`config.mk`:
```
export PLATFORM = sky130hd
export DESIGN_NAME = scaled_digit_text_overlay
export DESIGN_NICKNAME = d
export VERILOG_FILES = /design/src/hw/rtl/sdto_pkg.sv /design/src/hw/rtl/scaled_digit_text_overlay.sv /design/src/hw/rtl/sdto_div.sv /design/src/hw/rtl/sdto_draw.sv
export SDC_FILE = /design/constraint.sdc
export NUM_CORES = 1
export LEC_CHECK = 0
export BUFFER_PORTS_ARGS = -buffer_cell sky130_fd_sc_hd__buf_2
export CAP_MARGIN = 20
export CORE_ASPECT_RATIO = 0.8
export CORE_UTILIZATION = 35
export CTS_BUF_LIST = sky130_fd_sc_hd__clkbuf_8
export DETAILED_ROUTE_END_ITERATION = 10
export PLACE_DENSITY = 0.56
export SYNTH_ARGS = -nofsm -noshare
export SYNTH_HDL_FRONTEND = slang
export SYNTH_HIERARCHICAL = 1
export SYNTH_SLANG_ARGS = --single-unit
```
`constraint.sdc`:
```
create_clock -name clk -period 12.6 [get_ports clk]
set_clock_uncertainty 0.1 [all_clocks]
set_input_delay 0.63 -clock clk [delete_from_list [all_inputs] [get_ports clk]]
set_output_delay 0.63 -clock clk [all_outputs]
set_load 0.02 [all_outputs]
```
`src/hw/rtl/sdto_pkg.sv`:
```
`timescale 1ns / 1ps
`default_nettype none

package sdto_pkg;

  // Field widths
  localparam int COORD_W   = 8;
  localparam int PIX_W     = 16;
  localparam int SCALE_W   = 4;
  localparam int CODE_W    = 4;
  localparam int CODES_W   = 64;
  localparam int COUNT_W   = 5;
  localparam int CFG_IDX_W = 3;

  // Reciprocal of the scale in 12 fractional bits, rounded down from 4095 / s.
  localparam int RECIP_W = 12;
  localparam int PROD_W  = COORD_W + RECIP_W;

  // Character cell geometry in glyph units, and the divide-by-five constants.
  localparam int CELL_UNITS_W = 5;
  localparam int CELL_UNITS_H = 9;
  localparam int DIV5_MUL     = 205;
  localparam int DIV5_SHIFT   = 10;
  localparam int CI_W         = 6;
  localparam int MAX_CHARS    = 16;
  localparam int CHAR_SEL_W   = 4;

  // Glyph codes
  localparam logic [CODE_W-1:0] DASH_CODE = 4'd10;

  // Configuration register indexes
  typedef enum logic [CFG_IDX_W-1:0] {
    REG_ORIGIN_X    = 3'd0,
    REG_ORIGIN_Y    = 3'd1,
    REG_SCALE       = 3'd2,
    REG_BACK_VALUE  = 3'd3,
    REG_FRONT_VALUE = 3'd4,
    REG_CHAR_CODES  = 3'd5,
    REG_CHAR_COUNT  = 3'd6
  } reg_idx_t;

  // Glyph ROM: 11 glyphs of 7 rows, bit 2 is the left column.
  localparam logic [2:0] GLYPH_ROM [0:10][0:6] = '{
    '{3'd7, 3'd5, 3'd5, 3'd5, 3'd5, 3'd5, 3'd7},
    '{3'd1, 3'd3, 3'd1, 3'd1, 3'd1, 3'd1, 3'd1},
    '{3'd7, 3'd1, 3'd1, 3'd7, 3'd4, 3'd4, 3'd7},
    '{3'd7, 3'd1, 3'd1, 3'd7, 3'd1, 3'd1, 3'd7},
    '{3'd5, 3'd5, 3'd5, 3'd7, 3'd1, 3'd1, 3'd1},
    '{3'd7, 3'd4, 3'd4, 3'd7, 3'd1, 3'd1, 3'd7},
    '{3'd7, 3'd4, 3'd4, 3'd7, 3'd5, 3'd5, 3'd7},
    '{3'd7, 3'd1, 3'd1, 3'd1, 3'd1, 3'd1, 3'd1},
    '{3'd7, 3'd5, 3'd5, 3'd7, 3'd5, 3'd5, 3'd7},
    '{3'd7, 3'd5, 3'd5, 3'd7, 3'd1, 3'd1, 3'd7},
    '{3'd0, 3'd0, 3'd0, 3'd7, 3'd0, 3'd0, 3'd0}
  };

  // Pixel item as it enters the pipeline.
  typedef struct packed {
    logic [COORD_W-1:0]      px;
    logic [COORD_W-1:0]      py;
    logic signed [PIX_W-1:0] pix;
  } sdto_pix_t;

  // Pixel position in glyph units, handed from the divider to the drawing stages.
  typedef struct packed {
    logic                    ge_x;
    logic                    ge_y;
    logic [COORD_W-1:0]      qx;
    logic [COORD_W-1:0]      qy;
    logic signed [PIX_W-1:0] pix;
  } sdto_quot_t;

  // A scale of zero behaves as a scale of one.
  function automatic logic [SCALE_W-1:0] eff_scale(input logic [SCALE_W-1:0] s);
    eff_scale = (s == '0) ? SCALE_W'(1) : s;
  endfunction

  // Reciprocal table, floor(4095 / s).
  function automatic logic [RECIP_W-1:0] recip(input logic [SCALE_W-1:0] s);
    case (s)
      4'd2:    recip = 12'd2047;
      4'd3:    recip = 12'd1365;
      4'd4:    recip = 12'd1023;
      4'd5:    recip = 12'd819;
      4'd6:    recip = 12'd682;
      4'd7:    recip = 12'd585;
      4'd8:    recip = 12'd511;
      4'd9:    recip = 12'd455;
      4'd10:   recip = 12'd409;
      4'd11:   recip = 12'd372;
      4'd12:   recip = 12'd341;
      4'd13:   recip = 12'd315;
      4'd14:   recip = 12'd292;
      4'd15:   recip = 12'd273;
      default: recip = 12'd4095;
    endcase
  endfunction

endpackage

`default_nettype wire

```
`src/hw/rtl/scaled_digit_text_overlay.sv`:
```
// Channel  Dir  tdata fields (low bit up)                  tuser
// in_      in   pixel_x[7:0], pixel_y[15:8], pixel_in[31:16]  -
// out_     out  pixel_out[15:0]                              in_cell
// cfg_     in   write enable, register index, 64-bit data     -
//
// One item per clock when the output is taken; each item passes five register
// stages in order: offset, reciprocal multiply, quotient correction, cell
// decode, glyph lookup into the output register.
// Reset (synchronous, rst_n low) empties the pipeline and loads the register defaults.
// A stall at the output fills empty stages first, then holds every stage in place.
`timescale 1ns / 1ps
`default_nettype none

module scaled_digit_text_overlay import sdto_pkg::*; (
  input  wire logic                 clk,
  input  wire logic                 rst_n,
  input  wire logic                 in_tvalid,
  output logic                      in_tready,
  input  wire logic [31:0]          in_tdata,   // pixel_x, pixel_y, pixel_in
  output logic                      out_tvalid,
  input  wire logic                 out_tready,
  output logic [15:0]               out_tdata,  // pixel_out
  output logic                      out_tuser,  // in_cell
  input  wire logic                 cfg_we,
  input  wire logic [CFG_IDX_W-1:0] cfg_index,
  input  wire logic [CODES_W-1:0]   cfg_wdata
);

  logic [COORD_W-1:0]      origin_x_r;
  logic [COORD_W-1:0]      origin_y_r;
  logic [SCALE_W-1:0]      scale_r;
  logic signed [PIX_W-1:0] back_value_r;
  logic signed [PIX_W-1:0] front_value_r;
  logic [CODES_W-1:0]      char_codes_r;
  logic [COUNT_W-1:0]      char_count_r;

  sdto_pix_t               in_pix;
  sdto_quot_t              quot;
  logic                    quot_valid, quot_ready;
  logic signed [PIX_W-1:0] pix_out;

  // Configuration registers.
  always_ff @(posedge clk) begin
    if (!rst_n) begin
      origin_x_r    <= '0;
      origin_y_r    <= '0;
      scale_r       <= SCALE_W'(1);
      back_value_r  <= '0;
      front_value_r <= PIX_W'(255);
      char_codes_r  <= '0;
      char_count_r  <= '0;
    end else if (cfg_we) begin
      case (cfg_index)
        REG_ORIGIN_X:    origin_x_r    <= cfg_wdata[COORD_W-1:0];
        REG_ORIGIN_Y:    origin_y_r    <= cfg_wdata[COORD_W-1:0];
        REG_SCALE:       scale_r       <= cfg_wdata[SCALE_W-1:0];
        REG_BACK_VALUE:  back_value_r  <= cfg_wdata[PIX_W-1:0];
        REG_FRONT_VALUE: front_value_r <= cfg_wdata[PIX_W-1:0];
        REG_CHAR_CODES:  char_codes_r  <= cfg_wdata;
        REG_CHAR_COUNT:  char_count_r  <= cfg_wdata[COUNT_W-1:0];
        default: begin
        end
      endcase
    end
  end

  // Unpack the input item.
  assign in_pix.px  = in_tdata[7:0];
  assign in_pix.py  = in_tdata[15:8];
  assign in_pix.pix = in_tdata[31:16];

  sdto_div u_div (
    .clk       (clk),
    .rst_n     (rst_n),
    .origin_x  (origin_x_r),
    .origin_y  (origin_y_r),
    .scale     (scale_r),
    .in_valid  (in_tvalid),
    .in_ready  (in_tready),
    .in_data   (in_pix),
    .out_valid (quot_valid),
    .out_ready (quot_ready),
    .out_data  (quot)
  );

  sdto_draw u_draw (
    .clk         (clk),
    .rst_n       (rst_n),
    .back_value  (back_value_r),
    .front_value (front_value_r),
    .char_codes  (char_codes_r),
    .char_count  (char_count_r),
    .in_valid    (quot_valid),
    .in_ready    (quot_ready),
    .in_data     (quot),
    .out_valid   (out_tvalid),
    .out_ready   (out_tready),
    .out_pix     (pix_out),
    .out_cell    (out_tuser)
  );

  assign out_tdata = pix_out;

endmodule

`default_nettype wire

```
`src/hw/rtl/sdto_div.sv`:
```
`timescale 1ns / 1ps
`default_nettype none

module sdto_div import sdto_pkg::*; (
  input  wire logic               clk,
  input  wire logic               rst_n,
  input  wire logic [COORD_W-1:0] origin_x,
  input  wire logic [COORD_W-1:0] origin_y,
  input  wire logic [SCALE_W-1:0] scale,
  input  wire logic               in_valid,
  output logic                    in_ready,
  input  wire sdto_pix_t          in_data,
  output logic                    out_valid,
  input  wire logic               out_ready,
  output sdto_quot_t              out_data
);

  logic [SCALE_W-1:0] s_eff;
  logic [RECIP_W-1:0] m_recip;

  // Stage 1: offset from the origin.
  logic                    s1_v_r, s1_v_nxt, s1_ld;
  logic                    s1_gex_r, s1_gey_r;
  logic [COORD_W-1:0]      s1_dx_r, s1_dy_r;
  logic signed [PIX_W-1:0] s1_pix_r;

  // Stage 2: multiply by the reciprocal of the scale.
  logic                    s2_v_r, s2_v_nxt, s2_ld;
  logic                    s2_gex_r, s2_gey_r;
  logic [COORD_W-1:0]      s2_dx_r, s2_dy_r;
  logic [COORD_W-1:0]      s2_qex_r, s2_qey_r;
  logic signed [PIX_W-1:0] s2_pix_r;
  logic [PROD_W-1:0]       prod_x, prod_y;

  // Stage 3: one-step correction of the quotient.
  logic                    s3_v_r, s3_v_nxt, s3_ld;
  sdto_quot_t              s3_q_r, s3_q_nxt;
  logic [RECIP_W-1:0]      back_x, back_y, rem_x, rem_y;

  assign s_eff   = eff_scale(scale);
  assign m_recip = recip(s_eff);

  // A stage loads when it is empty or its content moves on.
  assign s3_ld    = !s3_v_r || out_ready;
  assign s2_ld    = !s2_v_r || s3_ld;
  assign s1_ld    = !s1_v_r || s2_ld;
  assign in_ready = s1_ld;

  assign s1_v_nxt = s1_ld ? in_valid : s1_v_r;
  assign s2_v_nxt = s2_ld ? s1_v_r : s2_v_r;
  assign s3_v_nxt = s3_ld ? s2_v_r : s3_v_r;

  always_ff @(posedge clk) begin
    if (!rst_n) begin
      s1_v_r <= 1'b0;
      s2_v_r <= 1'b0;
      s3_v_r <= 1'b0;
    end else begin
      s1_v_r <= s1_v_nxt;
      s2_v_r <= s2_v_nxt;
      s3_v_r <= s3_v_nxt;
    end
  end

  // Stage 1 datapath.
  always_ff @(posedge clk) begin
    if (s1_ld) begin
      s1_gex_r <= in_data.px >= origin_x;
      s1_gey_r <= in_data.py >= origin_y;
      s1_dx_r  <= in_data.px - origin_x;
      s1_dy_r  <= in_data.py - origin_y;
      s1_pix_r <= in_data.pix;
    end
  end

  // Stage 2 datapath: the estimate is the true quotient or one less.
  assign prod_x = PROD_W'(s1_dx_r) * PROD_W'(m_recip);
  assign prod_y = PROD_W'(s1_dy_r) * PROD_W'(m_recip);

  always_ff @(posedge clk) begin
    if (s2_ld) begin
      s2_gex_r <= s1_gex_r;
      s2_gey_r <= s1_gey_r;
      s2_dx_r  <= s1_dx_r;
      s2_dy_r  <= s1_dy_r;
      s2_qex_r <= prod_x[PROD_W-1:RECIP_W];
      s2_qey_r <= prod_y[PROD_W-1:RECIP_W];
      s2_pix_r <= s1_pix_r;
    end
  end

  // Stage 3 datapath: bump the estimate when the remainder reaches the scale.
  assign back_x = RECIP_W'(s2_qex_r) * RECIP_W'(s_eff);
  assign back_y = RECIP_W'(s2_qey_r) * RECIP_W'(s_eff);
  assign rem_x  = RECIP_W'(s2_dx_r) - back_x;
  assign rem_y  = RECIP_W'(s2_dy_r) - back_y;

  always_comb begin
    s3_q_nxt.ge_x = s2_gex_r;
    s3_q_nxt.ge_y = s2_gey_r;
    s3_q_nxt.qx   = (rem_x >= RECIP_W'(s_eff)) ? s2_qex_r + 1'b1 : s2_qex_r;
    s3_q_nxt.qy   = (rem_y >= RECIP_W'(s_eff)) ? s2_qey_r + 1'b1 : s2_qey_r;
    s3_q_nxt.pix  = s2_pix_r;
  end

  always_ff @(posedge clk) begin
    if (s3_ld) begin
      s3_q_r <= s3_q_nxt;
    end
  end

  assign out_valid = s3_v_r;
  assign out_data  = s3_q_r;

  // The estimate never overshoots the true quotient.
  a_est_under: assert property (@(posedge clk) disable iff (!rst_n)
    s2_v_r |-> (back_x <= RECIP_W'(s2_dx_r)) && (back_y <= RECIP_W'(s2_dy_r)))
    else $error("quotient estimate above true quotient");

  // The estimate is at most one below the true quotient.
  a_est_close: assert property (@(posedge clk) disable iff (!rst_n)
    s2_v_r |-> (rem_x < RECIP_W'({s_eff, 1'b0})) && (rem_y < RECIP_W'({s_eff, 1'b0})))
    else $error("quotient estimate more than one low");

  // A held item stays in the last stage until it is taken.
  a_hold: assert property (@(posedge clk) disable iff (!rst_n)
    s3_v_r && !out_ready |=> s3_v_r)
    else $error("divider dropped a stalled item");

endmodule

`default_nettype wire

```
`src/hw/rtl/sdto_draw.sv`:
```
`timescale 1ns / 1ps
`default_nettype none

module sdto_draw import sdto_pkg::*; (
  input  wire logic                    clk,
  input  wire logic                    rst_n,
  input  wire logic signed [PIX_W-1:0] back_value,
  input  wire logic signed [PIX_W-1:0] front_value,
  input  wire logic [CODES_W-1:0]      char_codes,
  input  wire logic [COUNT_W-1:0]      char_count,
  input  wire logic                    in_valid,
  output logic                         in_ready,
  input  wire sdto_quot_t              in_data,
  output logic                         out_valid,
  input  wire logic                    out_ready,
  output logic signed [PIX_W-1:0]      out_pix,
  output logic                         out_cell
);

  localparam int DIV5_PROD_W = 2 * COORD_W;

  // Stage 4: character index, unit column and code.
  logic                     s4_v_r, s4_v_nxt, s4_ld;
  logic                     s4_hit_r;
  logic [2:0]               s4_ux_r;
  logic [3:0]               s4_uy_r;
  logic [CODE_W-1:0]        s4_code_r;
  logic signed [PIX_W-1:0]  s4_pix_r;
  logic [DIV5_PROD_W-1:0]   div5_prod;
  logic [CI_W-1:0]          ci;
  logic [COORD_W-1:0]       ux_full;
  logic [COUNT_W-1:0]       n_chars;
  logic [CODE_W-1:0]        raw_code;
  logic                     hit;

  // Stage 5: glyph lookup and output register.
  logic                     s5_v_r, s5_v_nxt, s5_ld;
  logic signed [PIX_W-1:0]  s5_pix_r, s5_pix_nxt;
  logic                     s5_cell_r;
  logic [2:0]               glyph_row;
  logic [1:0]               bit_sel;
  logic                     interior, glyph_on;

  assign s5_ld    = !s5_v_r || out_ready;
  assign s4_ld    = !s4_v_r || s5_ld;
  assign in_ready = s4_ld;

  assign s4_v_nxt = s4_ld ? in_valid : s4_v_r;
  assign s5_v_nxt = s5_ld ? s4_v_r : s5_v_r;

  always_ff @(posedge clk) begin
    if (!rst_n) begin
      s4_v_r <= 1'b0;
      s5_v_r <= 1'b0;
    end else begin
      s4_v_r <= s4_v_nxt;
      s5_v_r <= s5_v_nxt;
    end
  end

  // Unit column splits into character index and column within the cell.
  assign div5_prod = DIV5_PROD_W'(in_data.qx) * DIV5_PROD_W'(DIV5_MUL);
  assign ci        = div5_prod[DIV5_SHIFT +: CI_W];
  assign ux_full   = in_data.qx - (COORD_W'(ci) * COORD_W'(CELL_UNITS_W));
  assign n_chars   = (char_count > COUNT_W'(MAX_CHARS)) ? COUNT_W'(MAX_CHARS) : char_count;
  assign raw_code  = char_codes[ci[CHAR_SEL_W-1:0] * CODE_W +: CODE_W];
  assign hit       = in_data.ge_x && in_data.ge_y
                  && (in_data.qy < COORD_W'(CELL_UNITS_H))
                  && (CI_W'(n_chars) > ci);

  always_ff @(posedge clk) begin
    if (s4_ld) begin
      s4_hit_r  <= hit;
      s4_ux_r   <= ux_full[2:0];
      s4_uy_r   <= in_data.qy[3:0];
      s4_code_r <= (raw_code > DASH_CODE) ? DASH_CODE : raw_code;
      s4_pix_r  <= in_data.pix;
    end
  end

  // Border units never light; inside, the glyph bit picks the value.
  assign interior  = (s4_ux_r != 3'd0) && (s4_ux_r != 3'd4)
                  && (s4_uy_r != 4'd0) && (s4_uy_r != 4'd8);
  assign glyph_row = GLYPH_ROM[s4_code_r][3'(s4_uy_r - 4'd1)];
  assign bit_sel   = 2'(3'd3 - s4_ux_r);
  assign glyph_on  = interior && glyph_row[bit_sel];

  always_comb begin
    if (!s4_hit_r) begin
      s5_pix_nxt = s4_pix_r;
    end else if (glyph_on) begin
      s5_pix_nxt = front_value;
    end else begin
      s5_pix_nxt = back_value;
    end
  end

  always_ff @(posedge clk) begin
    if (s5_ld) begin
      s5_pix_r  <= s5_pix_nxt;
      s5_cell_r <= s4_hit_r;
    end
  end

  assign out_valid = s5_v_r;
  assign out_pix   = s5_pix_r;
  assign out_cell  = s5_cell_r;

  // A pixel inside a cell carries one of the two drawing values.
  a_cell_value: assert property (@(posedge clk) disable iff (!rst_n)
    s5_v_r && s5_cell_r |-> (s5_pix_r == front_value) || (s5_pix_r == back_value))
    else $error("cell pixel has neither drawing value");

  // The column within a cell stays below the cell width.
  a_ux_range: assert property (@(posedge clk) disable iff (!rst_n)
    s4_v_r && s4_hit_r |-> s4_ux_r < 3'(CELL_UNITS_W))
    else $error("unit column outside the cell");

  // A result waiting at the output is not replaced.
  a_out_hold: assert property (@(posedge clk) disable iff (!rst_n)
    s5_v_r && !out_ready |=> s5_v_r && $stable(s5_pix_r) && $stable(s5_cell_r))
    else $error("stalled result changed");

endmodule

`default_nettype wire

```
==> impl_metrics.tcl, run 1 <==
set metrics [dict create \
    outcome "completed" \
    setup_viol 0 \
    worst-r2r-cell-count 21 \
    clk_root_buffer_cell "clkbuf_8" \
    yosysWarnings 6 \
    synth_seq_cells 287 \
    timing.final.crit_share 0.6025 \
    netlist.top_cell.by_area "edfxtp_1" \
    cts_buffers 47 \
    dr_vias_cell 4.833 \
    r2r_slack_ns 5.01 \
    min-delay-start "in_tdata[22]" \
    cts_resized 0 \
    critical_path_class "reg -> reg" \
    whs_endpoint "u_div/s1_pix_r[6]" \
    global_route.overflow_total 0 \
    final.fill_count 6052 \
    hold_buffers 0 \
    holdPathStages 1 \
    dr.pass1.iters 5 \
    globalRouteTotalUtil 0.1636 \
    final.setup.tns_ns 0 \
    synth-async-reset-ratio 0 \
    layout_commonest_cell "inv_1" \
    critPathCaptureType "flop" \
    netlist_instances 2173 \
    period_minus_slack_ns 7.591 \
    nets 2746 \
    rsz_0062_raised_after_global_routing "no" \
    chip_width_um 282.9 \
    via_count_of_the_first_global_routing_pass 15530 \
    drive_gt1_frac 0.1069 \
    clkTransAtPathRegs_ns 0.07 \
    crit_slowest_cell "nor3_2" \
    drt-initial-drc-count 856 \
    crit_arrival_ns 7.79 \
    crit_path_start "scale_r[1]" \
    synth_area_leaders "edfxtp_1 (22%), fa_1 (15%), ha_1 (12%), dfxtp_1 (11%), mux2i_1 (6.3%)" \
    hold_path.class "in -> reg" \
    vias_post_dr 15180 \
    timing.critical_path.fanout_max 20 \
    worst_r2r_endpoint "u_div/s2_qey_r[6]" \
    grt_pass1_wl_mm 84.47 \
    syn_area_per_cell_um2 10.17 \
    maximum_level_of_the_cts_h_tree 2 \
    place.port_buffers 122 \
    hpwl_detailed_mm 39.29 \
    antenna_found_initial 1 \
    crit_top_cell "fa_1" \
    rows 81 \
    synth_nets 2648 \
    fmaxAchievable_ghz 0.1317 \
    number_of_ports_placed_on_the_die_boundary 123 \
    synth.cell_area_um2 22090 \
    hold_viol_final 0 \
    syn_to_final_growth_pct 11.02 \
    max-cap-violations 0 \
    grt_max_degree 115 \
    floorplan.die_area_um2 64140 \
    detail_route.wl_per_cell_um 16.38 \
    critical_path.startpoint_type "flop" \
    mostFrequentLayoutCells "inv_1 (333), nand2_1 (312), ha_1 (204), fa_1 (167), edfxtp_1 (161)" \
    path_buf_inv 3 \
    totalWireLength_mm 51.44 \
    route.detailed.drc 0 \
    antenna_violating_nets_post_route 0 \
    cp_delay_by_family_top "adder cells" \
    regToRegStartpoint "scale_r[1]" \
    y_dimension_of_the_die_um 226.7 \
    required_time_of_the_worst_setup_path_ns 12.80 \
    postCtsSetupRepairBufs 0 \
    count_of_distinct_cell_types_in_the_synthesized_netlist 89 \
    slew_worst_pin_ns 1.104 \
    antennaDiodeCount 0 \
    gp_congestion 0.8428 \
    timing.max_slew.rel_slack 0.2641 \
    slowest_delay_ns 0.85 \
    cp_cell_sequence "nor3_2 > or2_1 > ha_1 > and2b_1 > a21o_1 > a21oi_1 > buf_4 > and2_1 > fa_1 > fa_1 > fa_1 > inv_1 > fa_1 > inv_1 > ha_1 > a211oi_1 > o21ai_0 > a221oi_1 > o21ai_0 > a211oi_1 > nor2_1" \
    fp.coreArea_um2 61720 \
    synth_top_cell_area_share 0.2188 \
    cts_num_sinks 287 \
    tritoncts "built" \
    ys.flop_type "edfxtp_1" \
    synth_edf_count 161 \
    final_max_slew_viol_count 0 \
    ys_seq_area_frac 0.3330 \
    worst_skew_pair.late_latency_ns 0.60 \
    clockBufferDepth 3 \
    floorplan.initialDensity 0.3580 \
]
cells by family after synthesis:
logic type	synth area share
AOI/OAI and AO/OA	0.06303
xor gates and xnor gates	0.02888
DFF	0.3330
buffers and inverters	0.07345
muxes	0.08449
adders and majority gates	0.2673
and+or+nand+nor	0.1498
Yosys cell counts (7+ instances only):
cell type and number:
and3_1 19, clkbuf_1 67, o21a_1 12, fa_1 167, a21oi_1 64, mux2i_1 140
nand2b_1 12, o21ai_0 38, nor2b_1 36, xor2_1 19, nor2_1 64, a21o_1 17
dfxtp_1 126, nand2_1 313, o211ai_1 8, nand4_1 13, a211oi_1 8, nand3_1 32
inv_1 316, edfxtp_1 161, buf_4 10, buf_2 7, xnor2_1 47, mux4_1 16
and2_1 141, ha_1 204
metrics by stage:
step	utilization	instance area (µm²)	worst slack, ns	instances	hold slack (ns)
2_1_floorplan	-	22090	6.219	2173	0.3003
3_3_place_gp	0.3798	23440	4.845	3046	0.3005
3_5_place_dp	0.3800	23450	4.574	3047	0.3045
4_1_cts	0.3963	24460	4.564	3135	0.06770
5_1_grt	0.3974	24530	4.492	3140	0.05991
6_report	0.3974	24530	5.009	3140	0.1090
flip-flops by register name (all words and copies together), names as in the netlist, 2 cells and up:
register          count
back_value_r         16
char_codes_r         64
char_count_r          5
front_value_r        16
origin_x_r            8
origin_y_r            8
scale_r               4
u_div/out_data       34
u_div/s1_dx_r         8
u_div/s1_dy_r         8
u_div/s1_pix_r       16
u_div/s2_dx_r         8
u_div/s2_dy_r         8
u_div/s2_pix_r       16
u_div/s2_qex_r        8
u_div/s2_qey_r        8
u_draw/out_pix       16
u_draw/s4_code_r      4
u_draw/s4_pix_r      16
u_draw/s4_ux_r        2
u_draw/s4_uy_r        3
final cells by class:
type	count	area, µm²	share of cell area
clock inverters	30	210.2	0.008569
well taps	830	1039	0.04234
repair buffers	142	799.5	0.03259
multi-input cells	1475	13130	0.5354
clock buffers	58	798.3	0.03254
inverters	318	1194	0.04866
flip-flops and latches	287	7357	0.2999
worst reg2reg max path, stage by stage, from the launching register on:
cell and delay, ns:
dfxtp_1 0.32, nor3_2 0.85, or2_1 0.74, ha_1 0.29
and2b_1 0.22, a21o_1 0.15, a21oi_1 0.34, buf_4 0.27
and2_1 0.17, fa_1 0.46, fa_1 0.53, fa_1 0.55
inv_1 0.05, fa_1 0.52, inv_1 0.04, ha_1 0.30
a211oi_1 0.23, o21ai_0 0.20, a221oi_1 0.42, o21ai_0 0.23
a211oi_1 0.28, nor2_1 0.06
worst max-delay path by stage:
stage | to | slack (ns) | cells after the start
after floorplan | u_div/s2_qex_r[7] | 6.22 | 25
after global placement | u_div/s2_qey_r[6] | 4.85 | 20
after detailed placement | u_div/s2_qey_r[6] | 4.57 | 20
after CTS | u_div/s2_qey_r[6] | 4.56 | 20
after global routing | u_div/s2_qey_r[6] | 4.49 | 21
final | u_div/s2_qey_r[6] | 5.01 | 21
layer usage:
layer | global-route usage | vias up | wire (µm)
li1 | - | 7388 | -
met1 | 0.2366 | 7434 | 25690
met2 | 0.2595 | 286 | 22920
met3 | 0.02334 | 67 | 2084
met4 | 0.03278 | 0 | 747
met5 | 0 | - | 0
Power of run 1 is not shown: default switching activity piles up to over one toggle a cycle in this logic, so the estimate is an artifact.
==> run 2, diff against run 1 <==
- clock period: 12.6 -> 7.4 ns (I/O delays scaled with it)
==> run 2 against run 1 <==
- non-clock buffer count up 85
- highest routed layer unchanged
- design area up 3.2%
- cell count up 2.8%
- utilization up 1.3 points
- largest cell class unchanged
- sequential cell count unchanged
- maximum frequency up 19%
- first-iteration DRC count up 14%
==> impl_metrics.tcl, run 2 (synthesized netlist as in run 1, its figures left out) <==
set metrics [dict create \
    top_register "char_codes_r" \
    critical_path.endpoint "u_div/s2_qey_r[4]" \
    clkTransAtPathRegs_ns 0.07 \
    gp_congestion 0.8731 \
    setup_viol 0 \
    critical_path.startpoint_type "flop" \
    slew_worst_pin_ns 1.083 \
    number_of_ports_placed_on_the_die_boundary 123 \
    postCtsSetupRepairBufs 0 \
    chip_width_um 282.9 \
    vias_post_dr 15490 \
    outcome "completed" \
    grt_max_degree 103 \
    ff_latch_area_um2 7357 \
    crit_top_cell "fa_1" \
    rows 81 \
    rsz_0062_raised_after_global_routing "no" \
    dr.pass1.iters 8 \
    floorplan.die_area_um2 64140 \
    cp_cell_sequence "nor3_2 > or2_1 > ha_1 > and2b_1 > a21o_1 > a21oi_1 > buf_4 > and2_1 > fa_1 > fa_1 > fa_1 > inv_1 > fa_1 > inv_1 > ha_1 > a211oi_1 > o21ai_0 > a221oi_1 > o21ai_0 > a21oi_1 > xnor2_1" \
    hpwl_detailed_mm 39.84 \
    r2r_slack_ns 1.01 \
    largest_register_ffs 64 \
    nets 2831 \
    totalWireLength_mm 52.79 \
    maximum_level_of_the_cts_h_tree 2 \
    antenna_found_initial 3 \
    period_minus_slack_ns 6.388 \
    worst-r2r-cell-count 21 \
    area_used_by_multi_input_combinational_logic_um2 13130 \
    max-cap-violations 0 \
    holdPathStages 3 \
    via_count_of_the_first_global_routing_pass 15900 \
    crit_path_start "scale_r[3]" \
    crit_arrival_ns 6.60 \
    tritoncts "built" \
    dr_vias_cell 4.799 \
    timing.critical_path.fanout_max 16 \
    drive_gt1_frac 0.1057 \
    syn_to_final_growth_pct 14.62 \
    cts_num_sinks 287 \
    route.detailed.drc 0 \
    worst_skew_pair.late_latency_ns 0.59 \
    grt_pass1_wl_mm 85.39 \
    final.fill_count 5853 \
    fp.coreArea_um2 61720 \
    final.setup.tns_ns 0 \
    post-route-cell-area_um2 25330 \
    hold_path.class "in -> reg" \
    placedInstanceArea_um2 23510 \
    detail_route.wl_per_cell_um 16.36 \
    timing.final.crit_share 0.8632 \
    critical_path_class "reg -> reg" \
    y_dimension_of_the_die_um 226.7 \
    place.port_buffers 122 \
    floorplan.initialDensity 0.3580 \
    timing.max_slew.rel_slack 0.2775 \
    regToRegStartpoint "scale_r[3]" \
    clockBufferDepth 3 \
    global_route.overflow_total 0 \
    hold_viol_final 0 \
    critPathCaptureType "flop" \
    antenna_violating_nets_post_route 0 \
    cts_buffers 47 \
    post_layout_utilization_of_the_core 0.4103 \
    worst_r2r_endpoint "u_div/s2_qey_r[4]" \
    mostFrequentLayoutCells "inv_1 (321), nand2_1 (312), ha_1 (204), fa_1 (167), edfxtp_1 (161)" \
    crit_slowest_cell "dfxtp_1" \
    drt-initial-drc-count 978 \
    clk_root_buffer_cell "clkbuf_8" \
    slowest_delay_ns 0.61 \
    required_time_of_the_worst_setup_path_ns 7.61 \
    fmaxAchievable_ghz 0.1565 \
    globalRouteTotalUtil 0.1661 \
    layout_commonest_cell "inv_1" \
    final_max_slew_viol_count 0 \
    final.hold.worst_slack_ns 0.06767 \
]
-- run 2: cell types whose count changed in the layout (fill, tap and decap cells not counted), moves of 3 or more --
| cell | delta |
|---|---|
| dlygate4sd3_1 | +80 |
| inv_1 | -12 |
| clkinv_1 | +9 |
| buf_4 | +7 |
| clkinv_2 | +4 |
| clkbuf_8 | -3 |
| diode_2 | +3 |
-- run 2: how the worst min path moves through the flow --
stage / startpoint / end
after CTS: cfg_wdata[14] / back_value_r[14]
after global routing: cfg_wdata[14] / front_value_r[14]
final: cfg_wdata[14] / back_value_r[14]
after global placement: u_div/s2_pix_r[6] / u_div/out_data[6]
after floorplan: u_div/s2_pix_r[0] / u_div/out_data[0]
after detailed placement: u_div/s2_pix_r[3] / u_div/out_data[3]
-- run 2: per-layer routing --
layer  wire, µm  part of all wire  track usage  vias up
li1           -                 -            -     7563
met1      26640              0.50       0.2433     7554
met2      23110              0.44       0.2584      304
met4        947             0.018      0.03997        0
met5          0                 0            0        -
met3       2093             0.040      0.02123       65
-- run 2: stage by stage --
step           cells  setup slack [ns]
2_1_floorplan   2173             1.019
3_3_place_gp    3056             1.207
3_5_place_dp    3056             1.017
4_1_cts         3223            0.9695
5_1_grt         3227            0.5301
6_report        3227             1.012
-- run 2: final cells by class --
type                            instances  share of cell area
Sequential cell                       287              0.2905
Timing Repair Buffer                  227             0.06403
Multi-Input combinational cell       1475              0.5183
Inverter                              318             0.04713
Clock inverter                         32            0.008843
Antenna cell                            3           0.0002964
Tap cell                              830             0.04101
Clock buffer                           55             0.02989
-- run 2: critical path, delay by kind of cell (launching register included) --
kind                     cells  cell delay (ns)
XOR/XNOR                     1             0.10
buffers and inverters        3             0.33
AO/OA/AOI/OAI                7             1.55
AND/OR/NAND/NOR              4             0.80
adder cells (fa/ha/maj)      6             2.63
flip-flops                   1             0.61
-- run 2: repair_timing --
action,4_1_cts,5_1_grt
endpoints found under the setup margin,0,0
hold buffers,80,0
hold endpoints to repair,93,0
resized for setup,0,0
Power of run 2 is left out for the same reason.
